## config.mk

```make
export PLATFORM = sky130hd
export DESIGN_NAME = ogbag_ctrl
export DESIGN_NICKNAME = d
export VERILOG_FILES = /design/src/hw/rtl/ogbag_pkg.sv /design/src/hw/rtl/ogbag_ctrl.sv
export SDC_FILE = /design/constraint.sdc
export NUM_CORES = 1
export LEC_CHECK = 0
export BUFFER_PORTS_ARGS = -buffer_cell sky130_fd_sc_hd__buf_2
export CAP_MARGIN = 0
export CORE_AREA = 2 2 39 41
export CTS_BUF_LIST = sky130_fd_sc_hd__clkbuf_2 sky130_fd_sc_hd__clkbuf_4 sky130_fd_sc_hd__clkbuf_8
export CTS_CLUSTER_SIZE = 40
export DETAILED_ROUTE_END_ITERATION = 7
export DIE_AREA = 0 0 41 43
export REMOVE_ABC_BUFFERS = 1
export SYNTH_ARGS = -nofsm -noshare
export SYNTH_HDL_FRONTEND = slang
export SYNTH_SLANG_ARGS = --single-unit
```

## constraint.sdc

```tcl
create_clock -name clk -period 3 [get_ports clk]
set_clock_uncertainty 0.1 [all_clocks]
set_input_delay 0.3 -clock clk [delete_from_list [all_inputs] [get_ports clk]]
set_output_delay 0.3 -clock clk [all_outputs]
set_load 0.05 [all_outputs]
```

## src/hw/rtl/ogbag_pkg.sv

```systemverilog
// ----------------------------------------------------------------------------
// ogbag_pkg: shared types and constants for the osd glyph blit address generator
// cell map geometry, field widths, payload structs, register indexes and
// the command/status groups between the controller and the datapath
// ----------------------------------------------------------------------------
package ogbag_pkg;

    // cell map geometry
    localparam int COLS        = 53;
    localparam int ROWS        = 20;
    localparam int MAX_GLYPH_W = 36;
    localparam int CELLS       = COLS * ROWS;
    localparam int CELL_AW     = $clog2(CELLS);

    // field widths
    localparam int FB_W      = 13;
    localparam int GW_W      = 6;
    localparam int OFS_W     = 8;
    localparam int CODE_W    = 16;
    localparam int FBI_W     = 24;
    localparam int FPI_W     = 19;
    localparam int PROD_W    = 12;
    localparam int GAREA_W   = 20;
    localparam int COORD_W   = 16;
    localparam int CFG_IDX_W = 3;
    localparam int CFG_DW    = 13;

    // item modes
    localparam logic [1:0] MODE_WRITE  = 2'd0;
    localparam logic [1:0] MODE_CLEAR  = 2'd1;
    localparam logic [1:0] MODE_RENDER = 2'd2;

    // rotation codes
    localparam logic [1:0] ROT_0   = 2'd0;
    localparam logic [1:0] ROT_90  = 2'd1;
    localparam logic [1:0] ROT_180 = 2'd2;
    localparam logic [1:0] ROT_270 = 2'd3;

    // register indexes
    localparam logic [CFG_IDX_W-1:0] REG_FB_WIDTH     = 3'd0;
    localparam logic [CFG_IDX_W-1:0] REG_FB_HEIGHT    = 3'd1;
    localparam logic [CFG_IDX_W-1:0] REG_ROTATION     = 3'd2;
    localparam logic [CFG_IDX_W-1:0] REG_GLYPH_WIDTH  = 3'd3;
    localparam logic [CFG_IDX_W-1:0] REG_GLYPH_HEIGHT = 3'd4;
    localparam logic [CFG_IDX_W-1:0] REG_OFFSET_X     = 3'd5;
    localparam logic [CFG_IDX_W-1:0] REG_OFFSET_Y     = 3'd6;
    localparam logic [CFG_IDX_W-1:0] REG_PAGE_PRESENT = 3'd7;

    // input item
    typedef struct packed {
        logic [1:0]        mode;
        logic [5:0]        cell_x;
        logic [4:0]        cell_y;
        logic [CODE_W-1:0] char_code;
        logic [5:0]        glyph_row;
    } in_item_t;

    // result item
    typedef struct packed {
        logic [FBI_W-1:0] fb_pixel_index;
        logic [1:0]       font_page;
        logic [FPI_W-1:0] font_pixel_index;
        logic             last;
    } out_item_t;

    // configuration registers
    typedef struct packed {
        logic [FB_W-1:0]  fb_width;
        logic [FB_W-1:0]  fb_height;
        logic [1:0]       rotation_code;
        logic [GW_W-1:0]  glyph_width;
        logic [GW_W-1:0]  glyph_height;
        logic [OFS_W-1:0] offset_x;
        logic [OFS_W-1:0] offset_y;
        logic [3:0]       page_present;
    } cfg_t;

    // controller to datapath
    typedef struct packed {
        logic latch;
        logic wr_cell;
        logic clr_step;
        logic rd_cell;
        logic calc1;
        logic calc2;
        logic step;
        logic load_hold;
        logic push_out;
        logic push_last;
    } cmd_t;

    // datapath to controller
    typedef struct packed {
        logic in_range;
        logic row_ok;
        logic code_zero;
        logic cand_valid;
        logic gx_last;
        logic clr_last;
    } sts_t;

endpackage

```

## src/hw/rtl/ogbag_ctrl.sv

```systemverilog
// ----------------------------------------------------------------------------
// ogbag_ctrl: sequencing state machine
// walks each item through write, clear sweep, render setup and pixel run,
// and owns the hold and output valid flags
// ----------------------------------------------------------------------------
module ogbag_ctrl import ogbag_pkg::*; (
    input  logic       clk,
    input  logic       rst_n,
    input  logic       item_valid,
    input  logic [1:0] item_mode,
    output logic       item_stall,
    output logic       pixel_valid,
    input  logic       pixel_stall,
    input  sts_t       sts,
    output cmd_t       cmd
);

    typedef enum logic [2:0] {
        S_CLEAR,
        S_IDLE,
        S_WRITE,
        S_READ,
        S_CALC1,
        S_CALC2,
        S_RUN,
        S_FLUSH
    } state_t;

    state_t state_reg, state_next;
    logic   hold_valid_reg, hold_valid_next;
    logic   out_valid_reg, out_valid_next;
    logic   out_free;

    assign out_free    = !out_valid_reg || !pixel_stall;
    assign item_stall  = (state_reg != S_IDLE);
    assign pixel_valid = out_valid_reg;

    always_comb
    begin
        cmd             = '0;
        state_next      = state_reg;
        hold_valid_next = hold_valid_reg;
        out_valid_next  = out_valid_reg && pixel_stall;
        case (state_reg)
            S_CLEAR:
            begin
                cmd.clr_step = 1'b1;
                if (sts.clr_last)
                begin
                    state_next = S_IDLE;
                end
            end
            S_IDLE:
            begin
                if (item_valid)
                begin
                    cmd.latch = 1'b1;
                    case (item_mode)
                        MODE_WRITE:  state_next = S_WRITE;
                        MODE_CLEAR:  state_next = S_CLEAR;
                        MODE_RENDER: state_next = S_READ;
                        default:     state_next = S_IDLE;
                    endcase
                end
            end
            S_WRITE:
            begin
                cmd.wr_cell = sts.in_range;
                state_next  = S_IDLE;
            end
            S_READ:
            begin
                cmd.rd_cell = 1'b1;
                state_next  = (sts.in_range && sts.row_ok) ? S_CALC1 : S_IDLE;
            end
            S_CALC1:
            begin
                cmd.calc1  = 1'b1;
                state_next = sts.code_zero ? S_IDLE : S_CALC2;
            end
            S_CALC2:
            begin
                cmd.calc2  = 1'b1;
                state_next = S_RUN;
            end
            S_RUN:
            begin
                if (sts.cand_valid)
                begin
                    if (!hold_valid_reg)
                    begin
                        cmd.load_hold   = 1'b1;
                        cmd.step        = 1'b1;
                        hold_valid_next = 1'b1;
                    end
                    else if (out_free)
                    begin
                        // pending pixel is not the last one, pass it on
                        cmd.push_out   = 1'b1;
                        cmd.load_hold  = 1'b1;
                        cmd.step       = 1'b1;
                        out_valid_next = 1'b1;
                    end
                end
                else
                begin
                    cmd.step = 1'b1;
                end
                if (cmd.step && sts.gx_last)
                begin
                    state_next = S_FLUSH;
                end
            end
            S_FLUSH:
            begin
                if (!hold_valid_reg)
                begin
                    state_next = S_IDLE;
                end
                else if (out_free)
                begin
                    cmd.push_out    = 1'b1;
                    cmd.push_last   = 1'b1;
                    out_valid_next  = 1'b1;
                    hold_valid_next = 1'b0;
                    state_next      = S_IDLE;
                end
            end
            default:
            begin
                state_next = S_IDLE;
            end
        endcase
    end

    always_ff @(posedge clk or negedge rst_n)
    begin
        if (!rst_n)
        begin
            state_reg      <= S_CLEAR;
            hold_valid_reg <= 1'b0;
            out_valid_reg  <= 1'b0;
        end
        else
        begin
            state_reg      <= state_next;
            hold_valid_reg <= hold_valid_next;
            out_valid_reg  <= out_valid_next;
        end
    end

endmodule

```

== Word-level counts from Yosys, hierarchy flattened ==
Index checks and enable logic that the tools add are counted.
Storage, ports and cells
  register bits: 5
  output and inout bits: 12
  bits of input ports: 12
  word-level logic and storage cells: 64
Cells by class
  reductions and logical operators: 11
  equal/unequal tests: 15
  multiplexer cells: 35
Operators with widths (number)
  2-to-1 mux 3 bit: 8
  one-hot mux 3 bit (8 select lines): 1
  2-to-1 mux 1 bit: 17
  equality test 3 bit, second input constant: 4
  2-to-1 mux 2 bit: 5
  inequality test 2 bit, second input constant: 4
  equality test 3 x 2 -> 1 bit, second input constant: 2
  one-hot mux 1 bit (2 select lines): 3
  one-hot mux 2 bit (3 select lines): 1
  AND reduction 4 bit: 1
  equality test 3 x 1 -> 1 bit, second input constant: 1
  logical AND 1 bit: 3
  logical NOT 3 bit: 1
  inequality test 3 x 1 -> 1 bit, second input constant: 1
  inequality test 3 bit, second input constant: 1
  equality test 2 x 1 -> 1 bit, second input constant: 1
  equality test 2 bit, second input constant: 1
  logical NOT 1 bit: 2
  logical NOT 2 bit: 1
  AND reduction 2 bit: 1
  nonzero test 2 bit: 1
  logical OR 1 bit: 1

== Logic depth before layout (Yosys ltp) ==
  depth after elaboration: 9
  depth in mapped cells: 4
  depth with buffers taken out: 4

== Worst setup path after synthesis ==
OpenSTA, ideal clock, no wires.
  kind: reg-to-output
  start point: reg state_reg[0]
  end point: out cmd[8] (netlist name)
  path slack: 0.488 ns
  path buffers: 1
  arrival time: 2.112 ns
  cell stages (with the launch flop): 3
  required time: 2.600 ns
  cell sequence: dfrtp_1 buf_2 nor4bb_1
RTL lines
  from (decl): line ogbag_ctrl.sv:29  | state_t state_reg, state_next;
  from (signal assigned): line ogbag_ctrl.sv:146  | state_reg <= state_next;
  to (decl): line ogbag_ctrl.sv:15  | output cmd_t cmd

==> results.yml <==
run_status:
  status: "complete, no violations"
yosys:
  synth.area.mux_share: 0.0511
  synth_fa_ha_area_frac: 0
  ys_ff_latch: 5
  synth_xor_xnor_area_share: 0
  avgSynthCellArea_sq_um: 7.83
  synth_area_sq_um: 392
  synth_top_family_by_area: "simple AND/OR/NAND/NOR gates"
  ys_seq_area_frac: 0.319
  synth_cell_types: 21
  synthCells: 50
  yosys.area_share.simple: 0.348
  yosysWarnings: 0
  synth_compound_area_frac: 0.214
global_routing:
  grt_pass1_wl_mm: 1.46
  gr-total-overflow: 0
  grt_pass1_vias: 375
  grt_antenna_before_repair: 0
  track_usage: 0.126
  grt_max_degree: 16
clock_tree:
  cts_sinks: 5
  path_clk_slew_ns: 0.04
  clk_latency_ns: 0.24
  cts_root_buf: "clkbuf_4"
  cts_made_buffers: 3
  cts_max_path_buffers: 2
  cts_tree: "yes"
  h-tree-depth: 1
  post_cts_resized: 0
setup_path:
  crit_required_ns: 2.60
  reg2regPathDepth: 4
  arrival_ns: 1.55
  endpoint_kind: "primary output"
  cp-start-kind: "flip-flop"
  crit_type: "flip-flop to primary output"
  rr_startpoint: "state_reg[0]$_DFFE_PN0P_"
  crit_path_start: "state_reg[0]$_DFFE_PN0P_"
  worstPathMaxFanout: 14
  crit_path_end: "cmd[2]"
  r2r-end: "state_reg[0]$_DFFE_PN0P_"
  reg2reg_setup_slack_ns: 1.53
layout:
  fin_util: 0.399
  final_cell_mix: "buf_2 (23), nand2_1 (7), dfrtp_1 (5)"
  final_common_cell: "buf_2"
  final_cells: 91
  nets: 88
  nFillCells: 157
  largest_reg_flops: 3
  final_layout_size_suffix_gt1_frac: 0.387
  diodes: 0
  syn_to_final_growth_pct: 40.9
sta:
  tns_ns: 0
  hold_viol_final: 0
  fin_crit_ns: 1.95
  slew_viol_final: 0
  post-route-period-util: 0.651
  slew_headroom: 0.737
  tightest_slew_ns: 0.395
  fmaxAchievable_ghz: 0.512
  rsz0062_at_grt: "no"
  setup_viol: 0
placed_design:
  port-buffer-count: 23
  place_congestion: 0.666
  dp_hpwl_um: 735
  dp.cells: 86
drt:
  wl_um: 963
  vias: 452
  drt-initial-drc-count: 6
  wl_met3_um: 75
  met2_length_um: 422
  postRouteAntennaNets: 0
  firstDrtPassIters: 4
  met1_length_um: 457
  via_per_inst: 4.97
  wire_per_inst_um: 10.6
  routed.top_layer: "met4"
  post-route-drc-count: 0
hold_path:
  hold_class: "input pin to flip-flop"
die:
  rows: 14
  die_h_um: 43
  dieArea_sq_um: 1760
  io_pins: 24
  core-area_sq_um: 1380
  die_w_um: 41
  start_util: 0.283
power:
  p_leak_nw: 0.313
  vdd_ir_drop_max_mv: 0.327
  powerDensity_nw_per_um2: 718
job:
  maxCapViolCount: 0
==> stage by stage <==
| step | power (W) | hold slack [ns] | cell area, sq um | setup slack, ns |
|---|---|---|---|---|
| 2_1_floorplan | 0.000262 | -0.0956 | 377 | 0.548 |
| 3_3_place_gp | 0.000310 | 0.0155 | 512 | 1.34 |
| 3_5_place_dp | 0.000310 | 0.0180 | 512 | 1.32 |
| 4_1_cts | 0.000403 | 0.263 | 552 | 1.04 |
| 5_1_grt | 0.000423 | 0.319 | 552 | 0.904 |
| 6_report | 0.000396 | 0.276 | 552 | 1.05 |
==> worst max-delay path, cell delays in order (launching register included) <==
cell      delay (ns)
dfrtp_1         0.51
nand3b_1        0.29
nor3b_1         0.21
buf_2           0.29
==> kinds of logic after synthesis <==
kind of cell	Yosys count
muxes	2
and+or+nand+nor	25
AOI/OAI and AO/OA	12
buffers and inverters	6
DFF	5
==> worst min path at each step <==
| stage | from | end | slack, ns | cells after the start |
|---|---|---|---|---|
| after floorplan | rst_n | hold_valid_reg$_DFFE_PN0P_ | -0.1 | 0 |
| after global routing | rst_n | pixel_valid$_DFF_PN0_ | 0.32 | 2 |
| after global placement | rst_n | pixel_valid$_DFF_PN0_ | 0.02 | 1 |
| final | item_mode[1] | state_reg[0]$_DFFE_PN0P_ | 0.28 | 3 |
| after detailed placement | rst_n | pixel_valid$_DFF_PN0_ | 0.02 | 1 |
| after CTS | item_mode[1] | state_reg[0]$_DFFE_PN0P_ | 0.26 | 3 |
==> routing by layer <==
layer	vias to the layer above	GRT usage
met4	0	0.100
met3	2	0.0314
met2	20	0.175
li1	234	-
met1	196	0.155
met5	-	0
==> power breakdown <==
group,internal (W),total [W],switching (W)
Clock,0.0000593,0.0000875,0.0000281
Sequential,0.0000791,0.000117,0.0000375
Combinational,0.0000587,0.000192,0.000133
Total,0.000197,0.000396,0.000199
==> Yosys cell counts, drive strengths merged <==
master  n  area [sq um]
a21oi   4          20.0
a221oi  2          23.8
a31oi   2          12.5
and3    4          25.0
buf     3          15.0
dfrtp   5           125
inv     3          11.3
mux2i   2          20.0
nand2   7          26.3
nand3b  2          15.0
nand4   1          6.26
nor2    5          21.3
nor3    2          10.0
nor3b   3          22.5
nor4bb  1          10.0
o211ai  1          7.51
o21ai   1          5.00
o22ai   1          6.26
o311ai  1          8.76
==> final cells by class <==
| cell class | count | area (sq um) | share of cell area |
|---|---|---|---|
| Clock buffer | 4 | 30.0 | 0.0544 |
| Inverter | 3 | 11.3 | 0.0204 |
| Multi-Input combinational cell | 39 | 240 | 0.435 |
| Sequential cell | 5 | 125 | 0.227 |
| Tap cell | 16 | 20.0 | 0.0363 |
| Timing Repair Buffer | 24 | 125 | 0.227 |
==> timing repair <==
item | in CTS | in global routing
setup buffers | 0 | 0
hold buffers | 1 | 0
endpoints found under the hold margin | 5 | 0
(Power assumes the default switching activity.)
